File: config.mk
export PLATFORM = sky130hd
export DESIGN_NAME = event_time_window_buffer_top
export DESIGN_NICKNAME = d
export VERILOG_FILES = /design/src/rtl/core/etwb_pkg.sv /design/src/rtl/core/etwb_front.sv /design/src/rtl/core/etwb_div.sv /design/src/rtl/core/etwb_back.sv /design/src/rtl/core/etwb_cfg.sv /design/src/rtl/core/event_time_window_buffer_top.sv
export SDC_FILE = /design/constraint.sdc
export NUM_CORES = 2
export LEC_CHECK = 0
export ABC_CLOCK_PERIOD_IN_PS = 10310
export BUFFER_PORTS_ARGS = -buffer_cell sky130_fd_sc_hd__buf_2
export CORE_ASPECT_RATIO = 1.2
export CORE_UTILIZATION = 40
export CTS_BUF_LIST = sky130_fd_sc_hd__clkbuf_4 sky130_fd_sc_hd__clkbuf_8 sky130_fd_sc_hd__clkbuf_16
export DETAILED_ROUTE_END_ITERATION = 10
export PLACE_DENSITY = 0.53
export SLEW_MARGIN = 10
export SYNTH_ARGS = -nofsm -noshare
export SYNTH_HDL_FRONTEND = slang
export SYNTH_HIERARCHICAL = 1
export SYNTH_SLANG_ARGS = --single-unit
File: constraint.sdc
create_clock -name clk -period 10.31 [get_ports clk]
set_input_delay 0 -clock clk [delete_from_list [all_inputs] [get_ports clk]]
set_output_delay 0 -clock clk [all_outputs]
set_load 0.02 [all_outputs]
File: src/rtl/core/etwb_pkg.sv
// Package with the shared types and constants of the event time window buffer.
package etwb_pkg;
    localparam logic [1:0] OP_ADD    = 2'd0;
    localparam logic [1:0] OP_RENDER = 2'd1;
    localparam logic [1:0] OP_CLEAR  = 2'd2;
    localparam logic [1:0] CFG_WINDOW = 2'd0;
    localparam logic [1:0] CFG_WIDTH  = 2'd1;
    localparam logic [1:0] CFG_HEIGHT = 2'd2;
    localparam logic [7:0] SHADE_MAX  = 8'd255;

    typedef struct packed {
        logic [1:0]  opcode;
        logic [31:0] event_time;
        logic [9:0]  event_x;
        logic [9:0]  event_y;
    } cmd_t;

    typedef struct packed {
        logic [9:0] pixel_x;
        logic [9:0] pixel_y;
        logic [7:0] shade;
        logic       has_pixel;
        logic       in_frame;
        logic       overflowed;
        logic       last;
    } result_t;
endpackage

File: src/rtl/core/etwb_front.sv
// Front end: command queue that accepts input transactions and drops unused opcodes.
module etwb_front
(
    input  logic           clk,
    input  logic           rst_n,
    input  logic           push,
    output logic           full,
    input  etwb_pkg::cmd_t cmd_in,
    input  logic           take,
    output logic           avail,
    output etwb_pkg::cmd_t cmd_out
);
    import etwb_pkg::*;

    cmd_t       q_reg [2];
    logic [1:0] cnt_reg;
    logic       rd_reg;
    logic       wr_reg;
    logic       keep;
    logic       do_push;
    logic       do_pop;

    assign keep    = (cmd_in.opcode == OP_ADD) || (cmd_in.opcode == OP_RENDER)
                     || (cmd_in.opcode == OP_CLEAR);
    assign full    = (cnt_reg == 2'd2);
    assign avail   = (cnt_reg != 2'd0);
    assign cmd_out = q_reg[rd_reg];
    assign do_push = push && !full && keep;
    assign do_pop  = take && avail;

    always_ff @(posedge clk)
    begin
        if (do_push)
        begin
            q_reg[wr_reg] <= cmd_in;
        end
    end

    always_ff @(posedge clk or negedge rst_n)
    begin
        if (!rst_n)
        begin
            cnt_reg <= 2'd0;
            rd_reg  <= 1'b0;
            wr_reg  <= 1'b0;
        end
        else
        begin
            if (do_push)
            begin
                wr_reg <= ~wr_reg;
            end
            if (do_pop)
            begin
                rd_reg <= ~rd_reg;
            end
            cnt_reg <= cnt_reg + {1'b0, do_push} - {1'b0, do_pop};
        end
    end
endmodule

File: src/rtl/core/etwb_div.sv
// Restoring divider that produces the 8-bit shade quotient one bit per cycle.
module etwb_div
(
    input  logic        clk,
    input  logic        rst_n,
    input  logic        start,
    input  logic [39:0] dividend,
    input  logic [31:0] divisor,
    output logic        done,
    output logic [7:0]  quotient
);
    // The quotient is known to fit in 8 bits since age never exceeds the divisor.
    logic [32:0] rem_reg;
    logic [39:0] num_reg;
    logic [31:0] den_reg;
    logic [7:0]  q_reg;
    logic [3:0]  cnt_reg;
    logic        busy_reg;
    logic [32:0] trial;
    logic [32:0] shifted;

    assign shifted  = {rem_reg[31:0], num_reg[7]};
    assign trial    = shifted - {1'b0, den_reg};
    assign done     = busy_reg && (cnt_reg == 4'd0);
    assign quotient = q_reg;

    always_ff @(posedge clk or negedge rst_n)
    begin
        if (!rst_n)
        begin
            busy_reg <= 1'b0;
            cnt_reg  <= 4'd0;
            rem_reg  <= 33'd0;
            num_reg  <= 40'd0;
            den_reg  <= 32'd0;
            q_reg    <= 8'd0;
        end
        else if (start)
        begin
            busy_reg <= 1'b1;
            cnt_reg  <= 4'd8;
            rem_reg  <= {1'b0, dividend[39:8]};
            num_reg  <= dividend;
            den_reg  <= divisor;
            q_reg    <= 8'd0;
        end
        else if (busy_reg)
        begin
            if (cnt_reg == 4'd0)
            begin
                busy_reg <= 1'b0;
            end
            else
            begin
                cnt_reg <= cnt_reg - 4'd1;
                num_reg <= {num_reg[38:0], 1'b0};
                if (!trial[32])
                begin
                    rem_reg <= trial;
                    q_reg   <= {q_reg[6:0], 1'b1};
                end
                else
                begin
                    rem_reg <= shifted;
                    q_reg   <= {q_reg[6:0], 1'b0};
                end
            end
        end
    end
endmodule

File: src/rtl/core/etwb_back.sv
// Back end: event ring memory, eviction, render walk and output register.
module etwb_back #(
    parameter int DEPTH = 64
)
(
    input  logic              clk,
    input  logic              rst_n,
    input  logic              avail,
    input  etwb_pkg::cmd_t    cmd,
    output logic              take,
    input  logic              cfg_clr,
    input  logic [31:0]       time_window,
    input  logic [10:0]       frame_width,
    input  logic [10:0]       frame_height,
    output logic              res_valid,
    input  logic              res_pop,
    output etwb_pkg::result_t res
);
    import etwb_pkg::*;

    localparam int AW = (DEPTH > 1) ? $clog2(DEPTH) : 1;
    localparam int CW = $clog2(DEPTH + 1);

    typedef enum logic [2:0] {
        S_IDLE, S_EVRD, S_EVCHK, S_RDNEW, S_RD, S_DIV, S_OUT
    } state_t;

    logic [51:0]   ring [DEPTH];
    logic [51:0]   rdata_reg;
    logic [AW-1:0] raddr;
    logic          rd_en;
    logic          wr_en;

    state_t        state_reg;
    logic [AW-1:0] newest_reg;
    logic [CW-1:0] count_reg;
    logic          ovf_reg;
    logic [CW-1:0] k_reg;
    logic [31:0]   now_reg;
    cmd_t          cur_reg;
    result_t       res_reg;
    logic          rv_reg;
    logic          res_load;
    logic          div_start;
    logic          div_done;
    logic [7:0]    div_q;
    logic [39:0]   div_num;
    logic [32:0]   age_reg;

    logic [CW:0]   oldest_sum;
    logic [CW:0]   walk_sum;
    logic [AW-1:0] oldest;
    logic [AW-1:0] walk_addr;
    logic [AW-1:0] newest_inc;
    logic [32:0]   diff;
    logic [32:0]   adiff;
    logic [32:0]   age_raw;
    logic [CW-1:0] depth_c;

    // Ring positions are reduced modulo DEPTH with a single conditional subtract.
    assign depth_c    = CW'(DEPTH);
    assign oldest_sum = (CW+1)'(newest_reg) + (CW+1)'(DEPTH) + (CW+1)'(1)
                        - (CW+1)'(count_reg);
    assign oldest     = (oldest_sum >= (CW+1)'(DEPTH)) ? AW'(oldest_sum - (CW+1)'(DEPTH))
                                                      : AW'(oldest_sum);
    assign walk_sum   = (CW+1)'(newest_reg) + (CW+1)'(DEPTH) - (CW+1)'(k_reg);
    assign walk_addr  = (walk_sum >= (CW+1)'(DEPTH)) ? AW'(walk_sum - (CW+1)'(DEPTH))
                                                    : AW'(walk_sum);
    assign newest_inc = (newest_reg == AW'(DEPTH - 1)) ? '0 : newest_reg + AW'(1);
    assign diff       = {cur_reg.event_time[31], cur_reg.event_time}
                        - {rdata_reg[51], rdata_reg[51:20]};
    assign adiff      = diff[32] ? (33'd0 - diff) : diff;
    assign age_raw    = {now_reg[31], now_reg} - {rdata_reg[51], rdata_reg[51:20]};
    assign div_num    = {age_reg[31:0], 8'd0} - {8'd0, age_reg[31:0]};

    assign res_valid = rv_reg;
    assign res       = res_reg;
    assign take      = (state_reg == S_IDLE) && avail && !cfg_clr;
    assign wr_en     = (state_reg == S_EVCHK) && !(count_reg != '0 && adiff > {1'b0, time_window});
    assign res_load  = !cfg_clr && (!rv_reg || res_pop)
                       && ((state_reg == S_OUT) || ((state_reg == S_RDNEW) && (count_reg == '0)));

    // Walk address: oldest during eviction, newest minus k during a render.
    always_comb
    begin
        rd_en = 1'b0;
        raddr = oldest;
        case (state_reg)
            S_EVRD:
            begin
                rd_en = 1'b1;
                raddr = oldest;
            end
            S_RDNEW, S_RD:
            begin
                rd_en = 1'b1;
                raddr = walk_addr;
            end
            default:
            begin
                rd_en = 1'b0;
                raddr = oldest;
            end
        endcase
    end

    always_ff @(posedge clk)
    begin
        if (wr_en)
        begin
            ring[newest_inc] <= {cur_reg.event_time, cur_reg.event_x, cur_reg.event_y};
        end
        if (rd_en)
        begin
            rdata_reg <= ring[raddr];
        end
    end

    // age_reg[32] marks the cycle that launches the divider.
    assign div_start = (state_reg == S_DIV) && age_reg[32];

    etwb_div u_div
    (
        .clk      (clk),
        .rst_n    (rst_n),
        .start    (div_start),
        .dividend (div_num),
        .divisor  (time_window),
        .done     (div_done),
        .quotient (div_q)
    );

    always_ff @(posedge clk or negedge rst_n)
    begin
        if (!rst_n)
        begin
            state_reg  <= S_IDLE;
            newest_reg <= '0;
            count_reg  <= '0;
            ovf_reg    <= 1'b0;
            k_reg      <= '0;
            rv_reg     <= 1'b0;
            now_reg    <= 32'd0;
            cur_reg    <= '0;
            res_reg    <= '0;
            age_reg    <= 33'd0;
        end
        else
        begin
            if (res_load)
            begin
                rv_reg <= 1'b1;
            end
            else if (rv_reg && res_pop)
            begin
                rv_reg <= 1'b0;
            end
            if (cfg_clr)
            begin
                newest_reg <= '0;
                count_reg  <= '0;
                ovf_reg    <= 1'b0;
            end
            else
            begin
                case (state_reg)
                    S_IDLE:
                    begin
                        if (avail)
                        begin
                            cur_reg <= cmd;
                            k_reg   <= '0;
                            if (cmd.opcode == OP_CLEAR)
                            begin
                                newest_reg <= '0;
                                count_reg  <= '0;
                                ovf_reg    <= 1'b0;
                            end
                            else if (cmd.opcode == OP_ADD)
                            begin
                                state_reg <= S_EVRD;
                            end
                            else
                            begin
                                state_reg <= S_RDNEW;
                            end
                        end
                    end
                    S_EVRD:
                    begin
                        state_reg <= S_EVCHK;
                    end
                    S_EVCHK:
                    begin
                        if (!wr_en)
                        begin
                            count_reg <= count_reg - CW'(1);
                            state_reg <= S_EVRD;
                        end
                        else
                        begin
                            newest_reg <= newest_inc;
                            if (count_reg >= depth_c)
                            begin
                                ovf_reg <= 1'b1;
                            end
                            else
                            begin
                                count_reg <= count_reg + CW'(1);
                            end
                            state_reg <= S_IDLE;
                        end
                    end
                    S_RDNEW:
                    begin
                        if (count_reg == '0)
                        begin
                            if (res_load)
                            begin
                                res_reg <= '{pixel_x: 10'd0, pixel_y: 10'd0, shade: 8'd0,
                                             has_pixel: 1'b0, in_frame: 1'b0,
                                             overflowed: ovf_reg, last: 1'b1};
                                state_reg <= S_IDLE;
                            end
                        end
                        else
                        begin
                            state_reg <= S_RD;
                        end
                    end
                    S_RD:
                    begin
                        // rdata_reg holds entry k; entry 0 sets the reference time.
                        if (k_reg == '0)
                        begin
                            now_reg <= rdata_reg[51:20];
                            age_reg <= 33'h1_0000_0000;
                        end
                        else if (age_raw[32])
                        begin
                            age_reg <= 33'h1_0000_0000;
                        end
                        else if (age_raw[31:0] > time_window)
                        begin
                            age_reg <= {1'b1, time_window};
                        end
                        else
                        begin
                            age_reg <= {1'b1, age_raw[31:0]};
                        end
                        state_reg <= S_DIV;
                    end
                    S_DIV:
                    begin
                        age_reg[32] <= 1'b0;
                        if (!age_reg[32] && div_done)
                        begin
                            state_reg <= S_OUT;
                        end
                    end
                    S_OUT:
                    begin
                        if (res_load)
                        begin
                            res_reg.pixel_x    <= rdata_reg[19:10];
                            res_reg.pixel_y    <= rdata_reg[9:0];
                            res_reg.shade      <= (time_window == 32'd0) ? 8'd0 : div_q;
                            res_reg.has_pixel  <= 1'b1;
                            res_reg.in_frame   <= ({1'b0, rdata_reg[19:10]} < frame_width)
                                                  && ({1'b0, rdata_reg[9:0]} < frame_height);
                            res_reg.overflowed <= ovf_reg;
                            res_reg.last       <= (k_reg + CW'(1) == count_reg);
                            if (k_reg + CW'(1) == count_reg)
                            begin
                                state_reg <= S_IDLE;
                            end
                            else
                            begin
                                k_reg     <= k_reg + CW'(1);
                                state_reg <= S_RDNEW;
                            end
                        end
                    end
                    default:
                    begin
                        state_reg <= S_IDLE;
                    end
                endcase
            end
        end
    end
endmodule

File: src/rtl/core/etwb_cfg.sv
// Config registers; a write to one also empties the event ring.
module etwb_cfg
(
    input  logic        clk,
    input  logic        rst_n,
    input  logic        cfg_we,
    input  logic [1:0]  cfg_index,
    input  logic [31:0] cfg_data,
    output logic        cfg_clr,
    output logic [31:0] time_window,
    output logic [10:0] frame_width,
    output logic [10:0] frame_height
);
    import etwb_pkg::*;

    logic [31:0] window_reg;
    logic [10:0] width_reg;
    logic [10:0] height_reg;

    assign time_window  = window_reg;
    assign frame_width  = width_reg;
    assign frame_height = height_reg;
    assign cfg_clr      = cfg_we && ((cfg_index == CFG_WINDOW) || (cfg_index == CFG_WIDTH)
                          || (cfg_index == CFG_HEIGHT));

    always_ff @(posedge clk or negedge rst_n)
    begin
        if (!rst_n)
        begin
            window_reg <= 32'd0;
            width_reg  <= 11'd0;
            height_reg <= 11'd0;
        end
        else if (cfg_we)
        begin
            case (cfg_index)
                CFG_WINDOW: window_reg <= cfg_data;
                CFG_WIDTH:  width_reg  <= cfg_data[10:0];
                CFG_HEIGHT: height_reg <= cfg_data[10:0];
                default:    window_reg <= window_reg;
            endcase
        end
    end
endmodule

File: src/rtl/core/event_time_window_buffer_top.sv
// An add leaving the queue reads and checks the oldest entry, once more per evicted
// event; each render result needs a memory read and an 8-step shade divide.
// Throughput: one command at a time in the back end; the two-entry command queue
// takes new transactions while it works. The shade divider sets the render rate.
// Reset (rst_n low, asynchronous) empties the ring, the queue and the result slot.
// Ring memory contents are not cleared; only entries counted as valid are read.
module event_time_window_buffer_top #(
    parameter int DEPTH = 64
)
(
    input  logic        clk,
    input  logic        rst_n,
    input  logic        push,
    output logic        full,
    input  logic [1:0]  opcode,
    input  logic [31:0] event_time,
    input  logic [9:0]  event_x,
    input  logic [9:0]  event_y,
    input  logic        cfg_we,
    input  logic [1:0]  cfg_index,
    input  logic [31:0] cfg_data,
    output logic        empty,
    input  logic        pop,
    output logic [9:0]  pixel_x,
    output logic [9:0]  pixel_y,
    output logic [7:0]  shade,
    output logic        has_pixel,
    output logic        in_frame,
    output logic        overflowed,
    output logic        last
);
    import etwb_pkg::*;

    cmd_t        cmd_in;
    cmd_t        cmd_q;
    logic        avail;
    logic        take;
    logic        cfg_clr;
    logic [31:0] time_window;
    logic [10:0] frame_width;
    logic [10:0] frame_height;
    logic        res_valid;
    result_t     res;

    // The front queue decouples input transactions from the back end's walk.
    assign cmd_in = '{opcode: opcode, event_time: event_time,
                      event_x: event_x, event_y: event_y};

    etwb_cfg u_cfg
    (
        .clk          (clk),
        .rst_n        (rst_n),
        .cfg_we       (cfg_we),
        .cfg_index    (cfg_index),
        .cfg_data     (cfg_data),
        .cfg_clr      (cfg_clr),
        .time_window  (time_window),
        .frame_width  (frame_width),
        .frame_height (frame_height)
    );

    etwb_front u_front
    (
        .clk     (clk),
        .rst_n   (rst_n),
        .push    (push),
        .full    (full),
        .cmd_in  (cmd_in),
        .take    (take),
        .avail   (avail),
        .cmd_out (cmd_q)
    );

    // The back end holds one result register; a new result waits until it is popped.
    etwb_back #(
        .DEPTH (DEPTH)
    ) u_back
    (
        .clk          (clk),
        .rst_n        (rst_n),
        .avail        (avail),
        .cmd          (cmd_q),
        .take         (take),
        .cfg_clr      (cfg_clr),
        .time_window  (time_window),
        .frame_width  (frame_width),
        .frame_height (frame_height),
        .res_valid    (res_valid),
        .res_pop      (pop),
        .res          (res)
    );

    assign empty      = !res_valid;
    assign pixel_x    = res.pixel_x;
    assign pixel_y    = res.pixel_y;
    assign shade      = res.shade;
    assign has_pixel  = res.has_pixel;
    assign in_frame   = res.in_frame;
    assign overflowed = res.overflowed;
    assign last       = res.last;
endmodule

After elaboration in Yosys (flattened, before gate mapping)

Memories as Yosys holds them, arrays and structs flattened. A register that Yosys moved wholly into a read port is not among the register bits.
Cells that the tools add are included.
W data, S select, Z words.

Register bits: 317
RAM bits: 3436
Bits of input ports: 93
Output and inout port bits: 34
Logic and storage cells: 217
Memories kept: 2

Add/subtract/negate cells: 18
$lt $le $gt $ge: 7
Eq/ne operators: 28
Multiplexer cells: 69
Bitwise gates (word level): 3
Reductions and logical operators: 59

Memories:

| name          | depth | width | read ports | clocked after Yosys merged registers in | wr ports | line             | RTL |
|---|---|---|---|---|---|---|---|
| u_back.ring   | 64    | 52    | 1          | 1                                       | 1        | etwb_back.sv:28  | `logic [51:0] ring [DEPTH];` |
| u_front.q_reg | 2     | 54    | 1          | 0                                       | 1        | etwb_front.sv:15 | `cmd_t q_reg [2];` |

Operator list:

| cell                    | count |
|---|---|
| $mux W32                | 8 |
| $mux W33                | 3 |
| $sub A32 B32 Y33        | 2 |
| $pmux W32 S2            | 1 |
| $mux W7                 | 8 |
| $mux W8                 | 7 |
| $mux W6                 | 8 |
| $sub A40 B32 Y40        | 1 |
| $gt A33 B32 Y1          | 1 |
| $sub A1 B33 Y33 const A | 1 |
| $sub A33 B32 Y33        | 1 |
| $gt A32 B32 Y1          | 1 |
| $logic_not A32 Y1       | 1 |
| $pmux W7 S2             | 2 |
| $lt A10 B11 Y1          | 2 |
| $pmux W3 S7             | 1 |
| $mux W3                 | 6 |
| $mux W1                 | 17 |
| $ge A8 B7 Y1 const B    | 2 |
| $logic_and A1 B1 Y1     | 16 |
| $sub A8 B7 Y8           | 2 |
| $reduce_and A5 Y1       | 3 |
| $add A7 B1 Y7 const B   | 2 |
| $logic_not A7 Y1        | 2 |
| other kinds (40)        | 86 |

Logic depth before layout (Yosys ltp)

Word-level depth: 10
Depth in mapped cells: 36

Modules after synthesis

Netlist, hierarchy kept.

Modules (own cells, without submodules):

| module                       | times used | cells each | area each (um^2) | seq. area each (um^2) |
|---|---|---|---|---|
| etwb_back                    | 1          | 7510       | 145260.6         | 105851.5 |
| etwb_div                     | 1          | 632        | 5529.1           | 2127.0 |
| etwb_front                   | 1          | 187        | 4367.9           | 3343.2 |
| etwb_cfg                     | 1          | 117        | 2044.5           | 1351.3 |
| event_time_window_buffer_top | 1          | 1          | 3.8              | 0.0 |

Worst setup path before layout

Ideal clock, no wire load.

Path type: register -> register
Start point: register u_back/cur_reg[20] (netlist bit)
End point: memory u_back.ring[6][0], enable pin
Library setup time: 462 ps
Arrival: 9004 ps
Required time: 9848 ps
Path slack: 844 ps
Stages on the path, launching flop included: 30
Buffers on the path: 1
Clock period less this slack: 9466 ps
Cell sequence: dfrtp_1 inv_1 ha_1 fa_1 nor2b_1 o31a_2 o31ai_4 o31ai_2 a21oi_1 xnor2_1 or4_4 nor3_4 nand2_1 or4_4 o31ai_2 xnor2_1 ha_1 a21o_1 a21o_1 a21oi_1 nor2b_1 o21ai_0 nand2_1 a21oi_1 nor2_1 a41oi_4 o21ai_2 or4_1 buf_2 nor2_1

Cells in the longest elaborated chain, start to end: 9

Ends and longest elaborated chain:

| item                            | line             | RTL |
|---|---|---|
| from (decl)                     | etwb_back.sv:40  | `cmd_t cur_reg;` |
| from (signal assigned)          | etwb_back.sv:171 | `cur_reg <= cmd;` |
| $sub A32 B32 Y33 *              | etwb_back.sv:71  | `- {rdata_reg[51], rdata_reg[51:20]};` |
| $sub A1 B33 Y33                 | etwb_back.sv:72  | `assign adiff = diff[32] ? (33'd0 - diff) : diff;` |
| $mux W33 *                      | etwb_back.sv:72  |  |
| $gt A33 B32 Y1 *                | etwb_back.sv:79  | `assign wr_en = (state_reg == S_EVCHK) && !(count_reg != '0 && adiff > {1'b0, time_window});` |
| $logic_and A1 B1 Y1 *           | etwb_back.sv:79  |  |
| $logic_not A1 Y1 *              | etwb_back.sv:79  |  |
| $logic_and A1 B1 Y1 *           | etwb_back.sv:79  |  |
| $mux W1 *                       | etwb_back.sv:109 | `if (wr_en)` |
| $mux W1 (implied by the code) * | etwb_back.sv:111 | `ring[newest_inc] <= {cur_reg.event_time, cur_reg.event_x, cur_reg.event_y};` |
| to (decl)                       | etwb_back.sv:28  |  |

Every way passes the cells marked *; elsewhere a longest branch is shown, timed or not.

Final worst setup path

Start point: register u_back.rdata_reg[20], read port of u_back.ring
End point: memory u_back.ring[52][27], enable pin

Cells in the longest elaborated chain, start to end: 9

Ends and longest elaborated chain:

| item                            | line             | RTL |
|---|---|---|
| from (decl)                     | etwb_back.sv:29  | `logic [51:0] rdata_reg;` |
| $sub A32 B32 Y33 *              | etwb_back.sv:71  |  |
| $sub A1 B33 Y33                 | etwb_back.sv:72  |  |
| $mux W33 *                      | etwb_back.sv:72  |  |
| $gt A33 B32 Y1 *                | etwb_back.sv:79  |  |
| $logic_and A1 B1 Y1 *           | etwb_back.sv:79  |  |
| $logic_not A1 Y1 *              | etwb_back.sv:79  |  |
| $logic_and A1 B1 Y1 *           | etwb_back.sv:79  |  |
| $mux W1 *                       | etwb_back.sv:109 |  |
| $mux W1 (implied by the code) * | etwb_back.sv:111 |  |

Marked as above.

==> metrics.cfg <==
[worst_setup_path]
reg2reg_slack_ps = 1390
rr_startpoint = u_back/rdata_reg[20]
crit_top_cell = a21oi_1
critical_path_class = flop to flop
reg2reg_depth = 28
r2r_end = u_back/ring[52][27]
crit_slowest_cell = or4_2
worst-endpoint-required_ps = 10940
critPathMaxFanout = 40
critical_path.max_stage_delay_ps = 1170
cp-end-kind = flop
start_kind = flop
cp.arrival_ps = 9560

[timing]
tns_ps = 0
tightest_slew_ps = 1430
max_freq_mhz = 112
layout_min_cycle_time_ps = 8920
rsz0062_at_grt = no
hold-worst-slack_ps = 102
hold_viol = 0
slew_headroom_pct = 3.82
fin_crit_sh_pct = 86.6
finClkSkew_ps = 54.4
maxSlewViolCount = 0
setup_viol = 0

[floorplanning]
pin_count = 127
fp.dieH_um = 689
dieArea_um2 = 396000
die_w_um = 574
core-area_um2 = 390000
start_util_pct = 40.3
rows = 251

[route]
drtIter0Drc = 9200
dr.pass1.iters = 6
drcViolationCount = 0
wire_per_inst_um = 31.4
via_per_inst = 5.73
ant_nets = 0
routed_wl_um = 457000
vias = 83400

[synthesis]
async_flop_share_pct = 8.33
yosysWarnings = 6
synth_flop_cell = edfxtp_1
yosys.area.top_type_share_pct = 66.6
synth_cell_types = 114
syn_area_um2 = 157000
yosys-top-cells-area = edfxtp_1 (67%), mux4_2 (12%), dfrtp_1 (5.0%)
postSynthCellCount = 8447
avgSynthCellArea_um2 = 18.6
synthesis.nets = 8776
ys_seq_area_share_pct = 71.7
synth_seq_cells = 3805
synth_edf_count = 3488
synth_top_cell_by_area = edfxtp_1

[clocking]
cts_setup_buffers = 0
clk_latency_ps = 980
cts_sinks = 3805
cts_hold_buf = 206
clockBufferDepth = 4
htreeDepth = 5
post_cts_resized = 0
numCtsBuffers = 393
cts_root_buf = clkbuf_16
clk_pin_slew_ps = 60
cts_tree = built

[cells_and_area]
largest_reg_flops = 3328
final_nets = 9345
num-fill-cells = 32900
syn2layout_area_growth_pct = 15.3
drive_gt1_share_pct = 24.0

[place]
io_buffers = 126
dp_hpwl_um = 291000
gp_congestion = 0.866

[global_routing]
grt_pass1_vias = 84700
antenna_found_initial = 39
track_usage_pct = 22.9
grt_overflow = 0
grt_first_pass_wirelength_um = 644000
grt_max_degree = 144

[min_path]
whs_path_depth = 4
min_from = pop
hold_path.class = input pin to flop
worst_hold_path.endpoint = u_back/res_valid

[status]
status = complete, no violations

[job]
max_cap_violations = 0

-- worst max path at each step --
stage	from	end	slack [ps]	cells after the start
floorplan	u_back/cur_reg[20]	u_back/ring[6][0]	840	29
global placement	u_back/rdata_reg[20]	u_back/ring[52][23]	1330	28
detailed placement	u_back/rdata_reg[20]	u_back/ring[52][23]	1370	28
CTS	u_back/rdata_reg[20]	u_back/ring[52][28]	1340	28
global route	u_back/rdata_reg[20]	u_back/ring[52][25]	900	28
finish	u_back/rdata_reg[20]	u_back/ring[52][27]	1390	28
-- cell usage after synthesis, types with 9 or more instances --
cell type and number:
a21oi_1 349, nor2b_1 234, a22o_1 11, o31ai_1 16, buf_2 54, a31oi_1 20, nand4_1 37, buf_1 86
nor2_1 206, and3_1 14, o21bai_1 19, o21a_1 31, a211oi_1 390, nand2_1 297, nor3_1 42, and2_1 10
dfrtp_1 317, mux2i_1 268, buf_6 10, mux2_4 49, or3_1 12, nand3_1 30, mux2_2 112, o221ai_1 9
o211ai_1 13, nor4_1 20, a21o_1 123, nand2b_1 31, and4_1 9, xor2_1 53, ha_1 230, o21ai_0 215
o21ai_1 10, inv_1 200, xnor2_1 122, clkbuf_1 291, edfxtp_1 3488, mux4_2 832
-- worst max-delay path, delay by kind of cell (launching register included) --
kind                     cells  cell delay [ps]
flip-flops                   1              420
AND/OR/NAND/NOR             10             3480
adder cells (fa/ha/maj)      3              930
buffers and inverters        1              310
XOR/XNOR                     2              400
AO/OA/AOI/OAI               12             2930
-- cell families after synthesis --
| group | share of synthesized area (%) |
|---|---|
| DFF | 71.7 |
| muxes | 14.9 |
| adders and majority gates | 1.91 |
| and+or+nand+nor | 3.19 |
| buffers and inverters | 1.71 |
| xor gates and xnor gates | 1.01 |
| AOI/OAI and AO/OA | 5.58 |
-- per-layer routing --
| layer | global-route usage, % | wire length [um] | up-vias |
|---|---|---|---|
| met2 | 39.1 | 227000 | 2897 |
| met1 | 31.1 | 190000 | 44500 |
| met4 | 5.94 | 11900 | 4 |
| met3 | 2.85 | 28200 | 546 |
| li1 | - | - | 35400 |
| met5 | 0 | 27 | - |
-- cells in the final DEF (no fill, tap or decap), types with 31 or more instances in the layout --
| cell type | netlist | final |
|---|---|---|
| edfxtp_1 | 3488 | 3488 |
| mux4_2 | 832 | 832 |
| clkbuf_16 | 0 | 401 |
| a211oi_1 | 390 | 387 |
| a21oi_1 | 349 | 347 |
| nand2_1 | 297 | 296 |
| dfrtp_1 | 317 | 272 |
| mux2i_1 | 268 | 267 |
| buf_4 | 2 | 242 |
| nor2b_1 | 234 | 234 |
| ha_1 | 230 | 230 |
| o21ai_0 | 215 | 214 |
| dlygate4sd3_1 | 0 | 205 |
| inv_1 | 200 | 200 |
| nor2_1 | 206 | 140 |
| buf_2 | 54 | 125 |
| a21o_1 | 123 | 123 |
| xnor2_1 | 122 | 121 |
| mux2_2 | 112 | 112 |
| clkinv_1 | 1 | 93 |
| clkinv_2 | 0 | 82 |
| nor2_4 | 0 | 66 |
| clkbuf_4 | 1 | 56 |
| xor2_1 | 53 | 53 |
| buf_12 | 6 | 50 |
| mux2_4 | 49 | 49 |
| bufinv_16 | 0 | 39 |
| nor3_1 | 42 | 39 |
| nand4_1 | 37 | 37 |
| o21a_1 | 31 | 31 |
-- per-stage QoR --
| step | util, % | std cells | instance area [um^2] | setup WS [ps] |
|---|---|---|---|---|
| after global routing | 46.4 | 14500 | 181000 | 900 |
| after global placement | 42.5 | 13600 | 166000 | 1330 |
| after CTS | 46.4 | 14500 | 181000 | 1340 |
| after detailed placement | 42.5 | 13600 | 166000 | 1370 |
| after floorplan | - | 8447 | 157000 | 844 |
| final | 46.4 | 14600 | 181000 | 1390 |
-- layout make-up --
class / instances / area [um^2] / share of cell area (%)
flip-flops and latches: 3805 / 113000 / 62.2
multi-input cells: 3991 / 42500 / 23.5
clock buffers: 471 / 10600 / 5.87
well taps: 5186 / 6490 / 3.58
repair buffers: 624 / 5540 / 3.06
clock inverters: 259 / 2480 / 1.37
inverters: 201 / 754 / 0.416
diodes: 20 / 50.0 / 0.0276
Power is left out: the tool's default activity adds up to more than one toggle a clock period on the data nets, which glitch-free logic cannot reach.
